$ cat config.mk
export PLATFORM = sky130hd
export DESIGN_NAME = crc16_preset_engine
export DESIGN_NICKNAME = d
export VERILOG_FILES = /design/src/rtl/crc16pe_pkg.sv /design/src/rtl/crc16pe_core.sv /design/src/rtl/crc16_preset_engine.sv
export SDC_FILE = /design/constraint.sdc
export NUM_CORES = 1
export LEC_CHECK = 0
export ABC_AREA = 1
export BUFFER_PORTS_ARGS = -buffer_cell sky130_fd_sc_hd__clkbuf_2
export CORE_UTILIZATION = 65
export DETAILED_ROUTE_END_ITERATION = 6
export PLACE_DENSITY = 0.86
export RECOVER_POWER = 50
export SYNTH_ARGS = -nofsm -noshare
export SYNTH_HDL_FRONTEND = slang
export SYNTH_SLANG_ARGS = --single-unit
export TNS_END_PERCENT = 50
$ cat constraint.sdc
create_clock -name clk -period 4.5 [get_ports clk]
set_input_delay 0.225 -clock clk [delete_from_list [all_inputs] [get_ports clk]]
set_output_delay 0.225 -clock clk [all_outputs]
set_load 0.02 [all_outputs]
$ cat src/rtl/crc16pe_pkg.sv
// Package for the CRC-16 preset engine: preset table, bit reversal and start values.
`timescale 1ns / 1ps
`default_nettype none

package crc16pe_pkg;

	localparam logic [15:0] CRC_POLY_CCITT = 16'h1021;
	localparam logic [15:0] CRC_POLY_IBM   = 16'h8005;
	localparam logic [15:0] CRC_ALL_ONES   = 16'hFFFF;
	localparam logic [15:0] CRC_ALL_ZEROS  = 16'h0000;
	localparam logic [15:0] CRC_TOP_BIT    = 16'h8000;

	// Preset codes held in the configuration register
	localparam logic [2:0] PRESET_X25         = 3'd0;
	localparam logic [2:0] PRESET_CCITT       = 3'd1;
	localparam logic [2:0] PRESET_CCITT_FALSE = 3'd2;
	localparam logic [2:0] PRESET_MODBUS      = 3'd3;
	localparam logic [2:0] PRESET_USB         = 3'd4;
	localparam logic [2:0] PRESET_XMODEM      = 3'd5;
	localparam logic [2:0] PRESET_IBM         = 3'd6;
	localparam logic [2:0] PRESET_MAXIM       = 3'd7;

	typedef logic [2:0] preset_code_t;

	typedef struct packed {
		logic [15:0] poly;
		logic [15:0] init;
		logic        refin;
		logic        refout;
		logic [15:0] xorout;
	} preset_t;

	// Look up the parameter set of one preset code
	function automatic preset_t preset_lookup(input preset_code_t code);
		preset_t p;
		unique case (code)
			PRESET_X25:         p = '{CRC_POLY_CCITT, CRC_ALL_ONES,  1'b1, 1'b1, CRC_ALL_ONES};
			PRESET_CCITT:       p = '{CRC_POLY_CCITT, CRC_ALL_ZEROS, 1'b1, 1'b1, CRC_ALL_ZEROS};
			PRESET_CCITT_FALSE: p = '{CRC_POLY_CCITT, CRC_ALL_ONES,  1'b0, 1'b0, CRC_ALL_ZEROS};
			PRESET_MODBUS:      p = '{CRC_POLY_IBM,   CRC_ALL_ONES,  1'b1, 1'b1, CRC_ALL_ZEROS};
			PRESET_USB:         p = '{CRC_POLY_IBM,   CRC_ALL_ONES,  1'b1, 1'b1, CRC_ALL_ONES};
			PRESET_XMODEM:      p = '{CRC_POLY_CCITT, CRC_ALL_ZEROS, 1'b0, 1'b0, CRC_ALL_ZEROS};
			PRESET_IBM:         p = '{CRC_POLY_IBM,   CRC_ALL_ZEROS, 1'b1, 1'b1, CRC_ALL_ZEROS};
			PRESET_MAXIM:       p = '{CRC_POLY_IBM,   CRC_ALL_ZEROS, 1'b1, 1'b1, CRC_ALL_ONES};
			default:            p = '{CRC_POLY_CCITT, CRC_ALL_ONES,  1'b1, 1'b1, CRC_ALL_ONES};
		endcase
		return p;
	endfunction

	// Reverse the bit order of a 16-bit word
	function automatic logic [15:0] rev16(input logic [15:0] v);
		logic [15:0] r;
		for (int i = 0; i < 16; i++) begin
			r[i] = v[15 - i];
		end
		return r;
	endfunction

	// Register contents at the start of a message
	function automatic logic [15:0] start_value(input preset_code_t code);
		preset_t p;
		p = preset_lookup(code);
		return p.refin ? rev16(p.init) : p.init;
	endfunction

endpackage

`default_nettype wire

$ cat src/rtl/crc16pe_core.sv
// Byte fold and message finish logic of the CRC-16 preset engine.
`timescale 1ns / 1ps
`default_nettype none

module crc16pe_core
	import crc16pe_pkg::*;
(
	input  wire preset_t     preset,
	input  wire logic [15:0] crc_in,
	input  wire logic [7:0]  data_byte,
	input  wire logic        byte_valid,
	output logic      [15:0] crc_next,
	output logic      [15:0] crc_result
);

	logic [15:0] rpoly;
	logic [15:0] acc;
	logic [15:0] folded;
	logic [15:0] ordered;

	// Fold one byte in eight bit steps, right-shifting for reflected presets; pass crc_in through when byte_valid is low
	always_comb begin
		rpoly = rev16(preset.poly);
		if (preset.refin) begin
			acc = crc_in ^ {8'h00, data_byte};
			for (int i = 0; i < 8; i++) begin
				acc = acc[0] ? ((acc >> 1) ^ rpoly) : (acc >> 1);
			end
		end else begin
			acc = crc_in ^ {data_byte, 8'h00};
			for (int i = 0; i < 8; i++) begin
				acc = ((acc & CRC_TOP_BIT) != CRC_ALL_ZEROS) ? ((acc << 1) ^ preset.poly)
				                                             : (acc << 1);
			end
		end
		folded = byte_valid ? acc : crc_in;
	end

	// Finish: reflect when the output order differs, then apply the final XOR
	always_comb begin
		ordered    = (preset.refout != preset.refin) ? rev16(folded) : folded;
		crc_next   = folded;
		crc_result = ordered ^ preset.xorout;
	end

endmodule

`default_nettype wire

$ cat src/rtl/crc16_preset_engine.sv
// Top level of the CRC-16 preset engine: input stage, running CRC and result register.
`timescale 1ns / 1ps
`default_nettype none

// CRC-16 over a byte stream with eight selectable standard presets (X25, CCITT,
// CCITT-FALSE, MODBUS, USB, XMODEM, IBM, MAXIM). Each input request carries one
// byte in s_axis_tdata, a byte-present flag in s_axis_tuser and an end-of-message
// mark in s_axis_tlast; a request with tuser low and tlast high closes the message
// without a byte. Every request marked last yields one result request with the
// finished CRC, after which the running CRC restarts from the preset's initial
// value. Throughput is one byte per clock: the whole eight-bit fold sits between
// the input stage register and the running CRC register, and a finished CRC is
// written from the input stage into the result register. The result register lets
// the input keep flowing while a finished CRC waits; only a second last-marked
// request stalls until that result is taken. Write cfg_wr_data with cfg_wr_en
// only while no request is in flight; the write also restarts the running CRC.
module crc16_preset_engine
	import crc16pe_pkg::*;
(
	input  wire logic        clk,
	input  wire logic        arst_n,
	// configuration
	input  wire logic        cfg_wr_en,
	input  wire logic [2:0]  cfg_wr_data,   // crc_preset
	// input stream
	input  wire logic        s_axis_tvalid,
	output logic             s_axis_tready,
	input  wire logic [7:0]  s_axis_tdata,  // [7:0] data_byte
	input  wire logic        s_axis_tlast,  // last_byte
	input  wire logic        s_axis_tuser,  // [0] byte_valid
	// result stream
	output logic             m_axis_tvalid,
	input  wire logic        m_axis_tready,
	output logic      [15:0] m_axis_tdata   // [15:0] crc_value
);

	preset_code_t preset_q;
	logic [15:0]  crc_q;

	logic         in_valid_s1;
	logic [7:0]   in_byte_s1;
	logic         in_bvalid_s1;
	logic         in_last_s1;

	logic         out_valid_s2;
	logic [15:0]  out_crc_s2;

	preset_t      preset;
	logic [15:0]  crc_next;
	logic [15:0]  crc_result;
	logic         out_free;
	logic         s1_adv;

	// Handshake: the stage advances unless it holds a last request while the result slot is full and not taken
	always_comb begin
		preset        = preset_lookup(preset_q);
		out_free      = !out_valid_s2 || m_axis_tready;
		s1_adv        = in_valid_s1 && (!in_last_s1 || out_free);
		s_axis_tready = !in_valid_s1 || s1_adv;
		m_axis_tvalid = out_valid_s2;
		m_axis_tdata  = out_crc_s2;
	end

	crc16pe_core u_core (
		.preset     (preset),
		.crc_in     (crc_q),
		.data_byte  (in_byte_s1),
		.byte_valid (in_bvalid_s1),
		.crc_next   (crc_next),
		.crc_result (crc_result)
	);

	// Input stage occupancy
	always_ff @(posedge clk or negedge arst_n) begin
		if (!arst_n) begin
			in_valid_s1 <= 1'b0;
		end else if (s_axis_tready) begin
			in_valid_s1 <= s_axis_tvalid;
		end
	end

	// Input stage payload
	always_ff @(posedge clk) begin
		if (s_axis_tvalid && s_axis_tready) begin
			in_byte_s1   <= s_axis_tdata;
			in_bvalid_s1 <= s_axis_tuser;
			in_last_s1   <= s_axis_tlast;
		end
	end

	// Preset and running CRC: restart on a preset write or at the end of a message
	always_ff @(posedge clk or negedge arst_n) begin
		if (!arst_n) begin
			preset_q <= PRESET_X25;
			crc_q    <= start_value(PRESET_X25);
		end else if (cfg_wr_en) begin
			preset_q <= cfg_wr_data;
			crc_q    <= start_value(cfg_wr_data);
		end else if (s1_adv) begin
			crc_q <= in_last_s1 ? start_value(preset_q) : crc_next;
		end
	end

	// Result valid: set by a finished message, drop once taken
	always_ff @(posedge clk or negedge arst_n) begin
		if (!arst_n) begin
			out_valid_s2 <= 1'b0;
		end else if (s1_adv && in_last_s1) begin
			out_valid_s2 <= 1'b1;
		end else if (m_axis_tready) begin
			out_valid_s2 <= 1'b0;
		end
	end

	// Result payload
	always_ff @(posedge clk) begin
		if (s1_adv && in_last_s1) begin
			out_crc_s2 <= crc_result;
		end
	end

`ifndef SYNTHESIS
	// A preset write restarts the running CRC from the new start value
	assert property (@(posedge clk) disable iff (!arst_n)
		cfg_wr_en |=> crc_q == start_value(preset_q))
		else $error("running CRC not restarted after preset write");

	// Closing a message restarts the running CRC
	assert property (@(posedge clk) disable iff (!arst_n)
		(s1_adv && in_last_s1 && !cfg_wr_en) |=> crc_q == start_value(preset_q))
		else $error("running CRC not restarted after end of message");

	// A stalled input stage keeps its request
	assert property (@(posedge clk) disable iff (!arst_n)
		(in_valid_s1 && !s1_adv) |=> in_valid_s1 && $stable(in_byte_s1)
			&& $stable(in_bvalid_s1) && $stable(in_last_s1))
		else $error("stalled input stage lost its request");

	// A pending result is never overwritten by a new finished message
	assert property (@(posedge clk) disable iff (!arst_n)
		(out_valid_s2 && !m_axis_tready) |=> out_valid_s2 && $stable(out_crc_s2))
		else $error("pending result overwritten");
`endif

endmodule

`default_nettype wire
## Yosys cells after proc, flatten, opt, wreduce, memory -nomap -nowiden

Memory sizes are Yosys's and may differ from the RTL's.
Index checks and enable logic that the tools add are counted.

| operators by class | value |
|---|---|
| eq/ne operators | 1 |
| mux-type cells | 29 |
| bitwise gates (word level) | 19 |
| reductions and logical operators | 11 |

Operators with widths:

| cell | number |
|---|---|
| $mux W16 | 24 |
| $xor A16 B16 Y16 | 10 |
| $xor A15 B16 Y16 | 8 |
| $mux W34 | 3 |
| $xor A16 B8 Y16 | 1 |
| $reduce_bool A2 Y1 | 2 |
| $logic_and A1 B1 Y1 | 3 |
| $logic_not A1 Y1 | 3 |
| $logic_or A1 B1 Y1 | 3 |
| $mux W1 | 2 |
| $ne A1 B1 Y1 | 1 |

| storage, ports and cells | value |
|---|---|
| register bits | 47 |
| ROM bits | 912 |
| input bits | 18 |
| output and inout port bits | 18 |
| word-level logic and storage cells | 71 |
| memories | 3 |

Memory list:

| memory | depth | width | read ports | clocked after Yosys merged registers in | wr ports | line | text |
|---|---|---|---|---|---|---|---|
| (no name shown) | 8 | 38 | 1 | 0 | 0 | crc16pe_pkg.sv:36 | `unique case (code)` |
| (no name shown) | 8 | 38 | 1 | 0 | 0 | crc16pe_pkg.sv:36 |  |
| (no name shown) | 8 | 38 | 1 | 0 | 0 | crc16pe_pkg.sv:36 |  |

## Depth between registers and ports, before layout

| logic depth | value |
|---|---|
| depth after elaboration | 22 |
| gate-level depth with buffers | 24 |
| mapped depth without buffers | 24 |

## Modules after synthesis

From an unflattened synthesis, not the netlist that was laid out.

| second synthesis, totals | value |
|---|---|
| cells, all modules | 1415 |
| area total of the unflattened synthesis | 8061.5 um^2 |

Modules (own cells, without submodules):

| module | instances | cells an instance | area an instance (um^2) | sequential area each (um^2) |
|---|---|---|---|---|
| crc16pe_core | 1 | 1237 | 6153.4 | 0.0 |
| crc16_preset_engine | 1 | 178 | 1908.1 | 1326.3 |

## Worst setup path after synthesis

No wires, ideal clock.

| timing | value |
|---|---|
| path type | register to register |
| start point | register crc_q[0] |
| end point | register out_crc_s2[12] (netlist: m_axis_tdata[12]), data pin |
| library setup time | 0.272 ns |
| arrival time | 2.043 ns |
| required time | 4.228 ns |
| slack | 2.185 ns |
| cell stages (with the launch flop) | 18 |
| buffers on the path | 0 |
| period minus slack after synthesis | 2.315 ns |
| cells stage by stage | dfstp_2 nand2_1 nand2_2 nand2_1 nand2_1 nand3_2 nand2_1 nand2_1 nand3_2 nand3_2 nand2_4 nand2_4 nand3_1 xnor2_1 nand2_1 nand2_1 nand2_1 xor2_1 |

| on the way | value |
|---|---|
| word-level cells in the longest chain between the ends | 20 |

Ends and longest elaborated chain:

| item | line | text |
|---|---|---|
| from (decl) | crc16_preset_engine.sv:38 | `logic [15:0] crc_q;` |
| from (signal assigned) | crc16_preset_engine.sv:95 | `crc_q <= start_value(PRESET_X25);` |
| from (signal assigned) | crc16_preset_engine.sv:98 | `crc_q <= start_value(cfg_wr_data);` |
| from (signal assigned) | crc16_preset_engine.sv:100 | `crc_q <= in_last_s1 ? start_value(preset_q) : crc_next;` |
| $xor A16 B8 Y16 * | crc16pe_core.sv:25 | `acc = crc_in ^ {8'h00, data_byte};` |
| $mux W16 * | crc16pe_core.sv:27 | `acc = acc[0] ? ((acc >> 1) ^ rpoly) : (acc >> 1);` |
| $xor A15 B16 Y16 | crc16pe_core.sv:27 |  |
| $mux W16 * | crc16pe_core.sv:27 |  |
| $xor A15 B16 Y16 | crc16pe_core.sv:27 |  |
| $mux W16 * | crc16pe_core.sv:27 |  |
| $xor A15 B16 Y16 | crc16pe_core.sv:27 |  |
| $mux W16 * | crc16pe_core.sv:27 |  |
| (+5 left out) | - |  |
| $mux W16 * | crc16pe_core.sv:27 |  |
| $xor A15 B16 Y16 | crc16pe_core.sv:27 |  |
| $mux W16 * | crc16pe_core.sv:27 |  |
| $mux W16 * | crc16pe_core.sv:24 | `if (preset.refin) begin` |
| $mux W16 * | crc16pe_core.sv:36 | `folded = byte_valid ? acc : crc_in;` |
| $mux W16 * | crc16pe_core.sv:41 | `ordered = (preset.refout != preset.refin) ? rev16(folded) : folded;` |
| $xor A16 B16 Y16 * | crc16pe_core.sv:43 | `crc_result = ordered ^ preset.xorout;` |
| via crc_result[12] | crc16_preset_engine.sv:50 | `logic [15:0] crc_result;` |
| to (signal assigned) | crc16_preset_engine.sv:118 | `out_crc_s2 <= crc_result;` |
| to (decl) | crc16_preset_engine.sv:46 | `logic [15:0] out_crc_s2;` |

The timed path passes the listed nets; every way through them passes the cells marked *.
A chain may end at the register's enable or synchronous reset.

## Worst setup path after layout

| timing | value |
|---|---|
| start point | register preset_q[0] |
| end point | register crc_q[1] |

| on the way | value |
|---|---|
| word-level cells in the longest chain between the ends | 21 |
| elaborated cells on any way between the ends | 42 |
| classes of those cells | mux (24); bitwise (16); memory (2) |

Ends and longest elaborated chain:

| item | line | text |
|---|---|---|
| from (decl) | crc16_preset_engine.sv:37 | `preset_code_t preset_q;` |
| from (signal assigned) | crc16_preset_engine.sv:97 | `preset_q <= cfg_wr_data;` |
| $mem_v2 Z8 W38 | - |  |
| $xor A15 B16 Y16 | crc16pe_core.sv:27 |  |
| $mux W16 | crc16pe_core.sv:27 |  |
| $mux W16 / $xor A15 B16 Y16 (equally long branches) | crc16pe_core.sv:27 |  |
| $xor A15 B16 Y16 / $mux W16 (equally long branches) | crc16pe_core.sv:27 |  |
| $mux W16 / $xor A15 B16 Y16 (equally long branches) | crc16pe_core.sv:27 |  |
| $xor A15 B16 Y16 / $mux W16 (equally long branches) | crc16pe_core.sv:27 |  |
| $mux W16 / $xor A15 B16 Y16 (equally long branches) | crc16pe_core.sv:27 |  |
| (+5 left out) | - |  |
| $mux W16 | crc16pe_core.sv:27 |  |
| $xor A15 B16 Y16 | crc16pe_core.sv:27 |  |
| $mux W16 | crc16pe_core.sv:27 |  |
| $mux W16 | crc16pe_core.sv:24 |  |
| $mux W16 | crc16pe_core.sv:36 |  |
| $mux W16 * | crc16_preset_engine.sv:100 |  |
| $mux W16 * | crc16_preset_engine.sv:99 | `end else if (s1_adv) begin` |
| $mux W16 * | crc16_preset_engine.sv:96 | `end else if (cfg_wr_en) begin` |

Mark *: on every way between the ends. The rest lies on a longest branch, timed or not. The select of a mux whose other input is x is not followed.

==> impl_metrics.env <==
export IMPL_startpoint_type="flip-flop"
export IMPL_n_fill_cell=475
export IMPL_ys_warn_count=0
export IMPL_dieHeight_um=79.1
export IMPL_yosysUniqueCellTypes=37
export IMPL_synth_most_common_cell="nand2_1"
export IMPL_crit_type="reg -> reg"
export IMPL_fp_coreArea_um2=5610
export IMPL_cts_tree="built"
export IMPL_yosysSeqAreaShare_pct=34.3
export IMPL_netlist_area_leader_share_pct=20.2
export IMPL_vias=3667
export IMPL_clock_skew_ps=12.6
export IMPL_relSlewSlack_pct=25.1
export IMPL_insertion_delay_ps=310
export IMPL_vdd_drop_max_mv=0.288
export IMPL_grt_setup_unrepaired="false"
export IMPL_n_antenna_cell=0
export IMPL_grt_usage_pct=34.3
export IMPL_crit_chain="inv_1 -> nand2_2 -> nand2_4 -> nand2_1 -> xnor2_1 -> inv_2 -> nand2_2 -> nand2_1 -> nand2_4 -> nand2_4 -> nand2_1 -> nand3_2 -> a21oi_1 -> o22ai_1 -> o21ai_1 -> a21oi_1 -> a21oi_1"
export IMPL_cpPeakStageDelay_ps=430
export IMPL_grt_use_met2_pct=56.5
export IMPL_finalSetupTns_ps=0
export IMPL_synth_nets=540
export IMPL_drt_first_pass_iters=7
export IMPL_gp_congestion=0.993
export IMPL_power_leakage_nw=1.98
export IMPL_worst_slew_pin_slew_ps=1120
export IMPL_cts_sinks=47
export IMPL_cp_end_kind="flip-flop"
export IMPL_timing_fmax_ghz=0.328
export IMPL_cp_data_arrival_time_ps=3290
export IMPL_cts_buffers=5
export IMPL_rows=27
export IMPL_synth_top_cell_by_area="edfxtp_1"
export IMPL_post_route_period_util_pct=67.8
export IMPL_drtAntennaViolNets=0
export IMPL_cp_required_ps=4740
export IMPL_grt_start_max_net_pins=34
export IMPL_io_pins=36
export IMPL_nets=569
export IMPL_clk_pin_slew_ps=90
export IMPL_initialDrtViolationCount=366
export IMPL_start_util_pct=68.9
export IMPL_power_density_nw_per_um2=489
export IMPL_fin_util_pct=74.0
export IMPL_avgRoutedWirePerCell_um=16.1
export IMPL_ys_top_cells_by_count="nand2_1, nand3_1, inv_1"
export IMPL_synth_area_top_cells="edfxtp_1, nand2_1, dfstp_2"
export IMPL_met3_usage_pct=5.98
export IMPL_dieArea_um2=6260
export IMPL_period_needed_ps=3050
export IMPL_maxCapViolations=0
export IMPL_avgSynthCellArea_um2=7.44
export IMPL_async_flop_share_pct=44.7
export IMPL_area_delta_synth_final_pct=7.38
export IMPL_ctsLongestPathBuffers=2
export IMPL_drc_errors=0
export IMPL_ys_flop_type="edfxtp_1"
export IMPL_place_hpwl_um=7810
export IMPL_die_w_um=79.1
export IMPL_status="finished clean"
export IMPL_synth_seq_cells=47
export IMPL_grt_most_used_layer="met2"
export IMPL_syn_area_um2=3860
export IMPL_antenna_found_initial=0
export IMPL_port_buffers=35
export IMPL_synth_edf_count=26
export IMPL_setup_violations=0
export IMPL_cts_root_buf="clkbuf_8"
export IMPL_grt_pass1_vias=3443
export IMPL_critPathMaxFanout=33
export IMPL_drive_gt1_share_pct=19.7
export IMPL_finalMaxSlewViolations=0
export IMPL_cp_slowest_cell="dfrtp_1"
export IMPL_h_tree_depth=2
export IMPL_hold_viol=0
export IMPL_hold_class="in -> reg"
export IMPL_grt_util_met1_pct=43.6
export IMPL_grt_pass1_wl_um=16100
export IMPL_overflow=0
export IMPL_drt_wl_total_um=10000
export IMPL_syn_instance_count=519
export IMPL_vias_per_cell=5.90
[stage by stage]
step / worst slack, ps / power, mW / cells / hold WS (ps) / cell area, um^2
finish: 1450 / 2.03 / 621 / 89.6 / 4150
floorplan: 2190 / 1.46 / 519 / -70.6 / 3860
global placement: 1610 / 1.67 / 612 / 211 / 4050
CTS: 1550 / 2.01 / 621 / 83.9 / 4170
detailed placement: 1570 / 1.70 / 612 / 212 / 4050
global route: 1170 / 2.15 / 621 / 83.0 / 4150
[final timing paths]
check | startpoint | endpoint | slack, ps | depth (start not counted)
worst max register to register | preset_q[0] | crc_q[1] | 1450 | 17
min in group asynchronous | arst_n | m_axis_tvalid | 660 | 2
worst max-delay path | preset_q[0] | crc_q[1] | 1450 | 17
worst min-delay path | s_axis_tdata[2] | in_byte_s1[2] | 90 | 1
worst min register to register | crc_q[14] | crc_q[14] | 530 | 2
max in group asynchronous | arst_n | preset_q[2] | 3170 | 2
[flip-flops by register name, summed over array words and instances, names as in the netlist]
name	cells
in_byte_s1	8
crc_q	16
m_axis_tdata	16
in_valid_s1	1
m_axis_tvalid	1
in_bvalid_s1	1
in_last_s1	1
preset_q	3
[layout make-up]
class	count	area, um^2	area share, %
multi-input cells	394	2210	53.3
repair buffers	37	168	4.04
inverters	63	236	5.70
clock buffers	5	68.8	1.66
flip-flops and latches	47	1330	32.0
clock inverters	3	46.3	1.12
well taps	72	90.1	2.17
[metal layers]
layer | up-vias | share of wire [%]
li1 | 1758 | -
met1 | 1651 | 40
met2 | 204 | 47
met3 | 54 | 8.2
met4 | 0 | 4.4
met5 | - | 0
[cell usage in the layout, fill, tap and decap left out, types with 2 or more instances in the layout]
cell type,Yosys,final
or2_2,2,2
nor2_2,3,3
edfxtp_1,26,26
dfstp_2,16,16
clkbuf_8,0,5
nand3_2,15,15
nand3_1,46,46
nand4_1,2,2
a21oi_1,41,41
xnor2_1,8,8
clkbuf_2,0,15
nand2_4,12,12
nand3b_1,2,2
xor2_1,31,31
xor2_2,2,2
nand2_1,138,138
clkbuf_1,5,20
o22ai_1,2,2
inv_2,16,14
o21ai_0,30,30
nand2_2,16,16
o21ai_1,10,10
ha_1,3,3
nor2_1,16,16
o211ai_1,5,5
clkinv_1,4,4
inv_1,43,45
a31oi_1,2,2
dfrtp_1,5,5
[critical path, delay by kind of cell (launching register included)]
| family | cells | cell delay, ps |
|---|---|---|
| xor gates and xnor gates | 1 | 200 |
| buffers and inverters | 2 | 260 |
| DFF | 1 | 430 |
| and+or+nand+nor | 9 | 1170 |
| AOI/OAI and AO/OA | 5 | 930 |
[kinds of logic after synthesis]
kind of cell	after synthesis	synth area share [%]
flops	47	34.3
simple gates	254	33.0
buf+inv	78	8.39
xor+xnor	42	10.1
compound gates	95	13.2
fa+ha+maj	3	0.972
[report_power, final]
group          total, mW  switching (mW)  internal [mW]
combinational       1.10           0.741          0.356
sequential         0.614          0.0581          0.556
clock              0.317           0.150          0.167
[what timing repair did]
item / CTS / global route
buffers inserted: 0 / 0
hold endpoints to repair: 5 / 0
gates resized for setup: 0 / 0
hold buffers: 1 / 0
(Power assumes the default switching activity.)
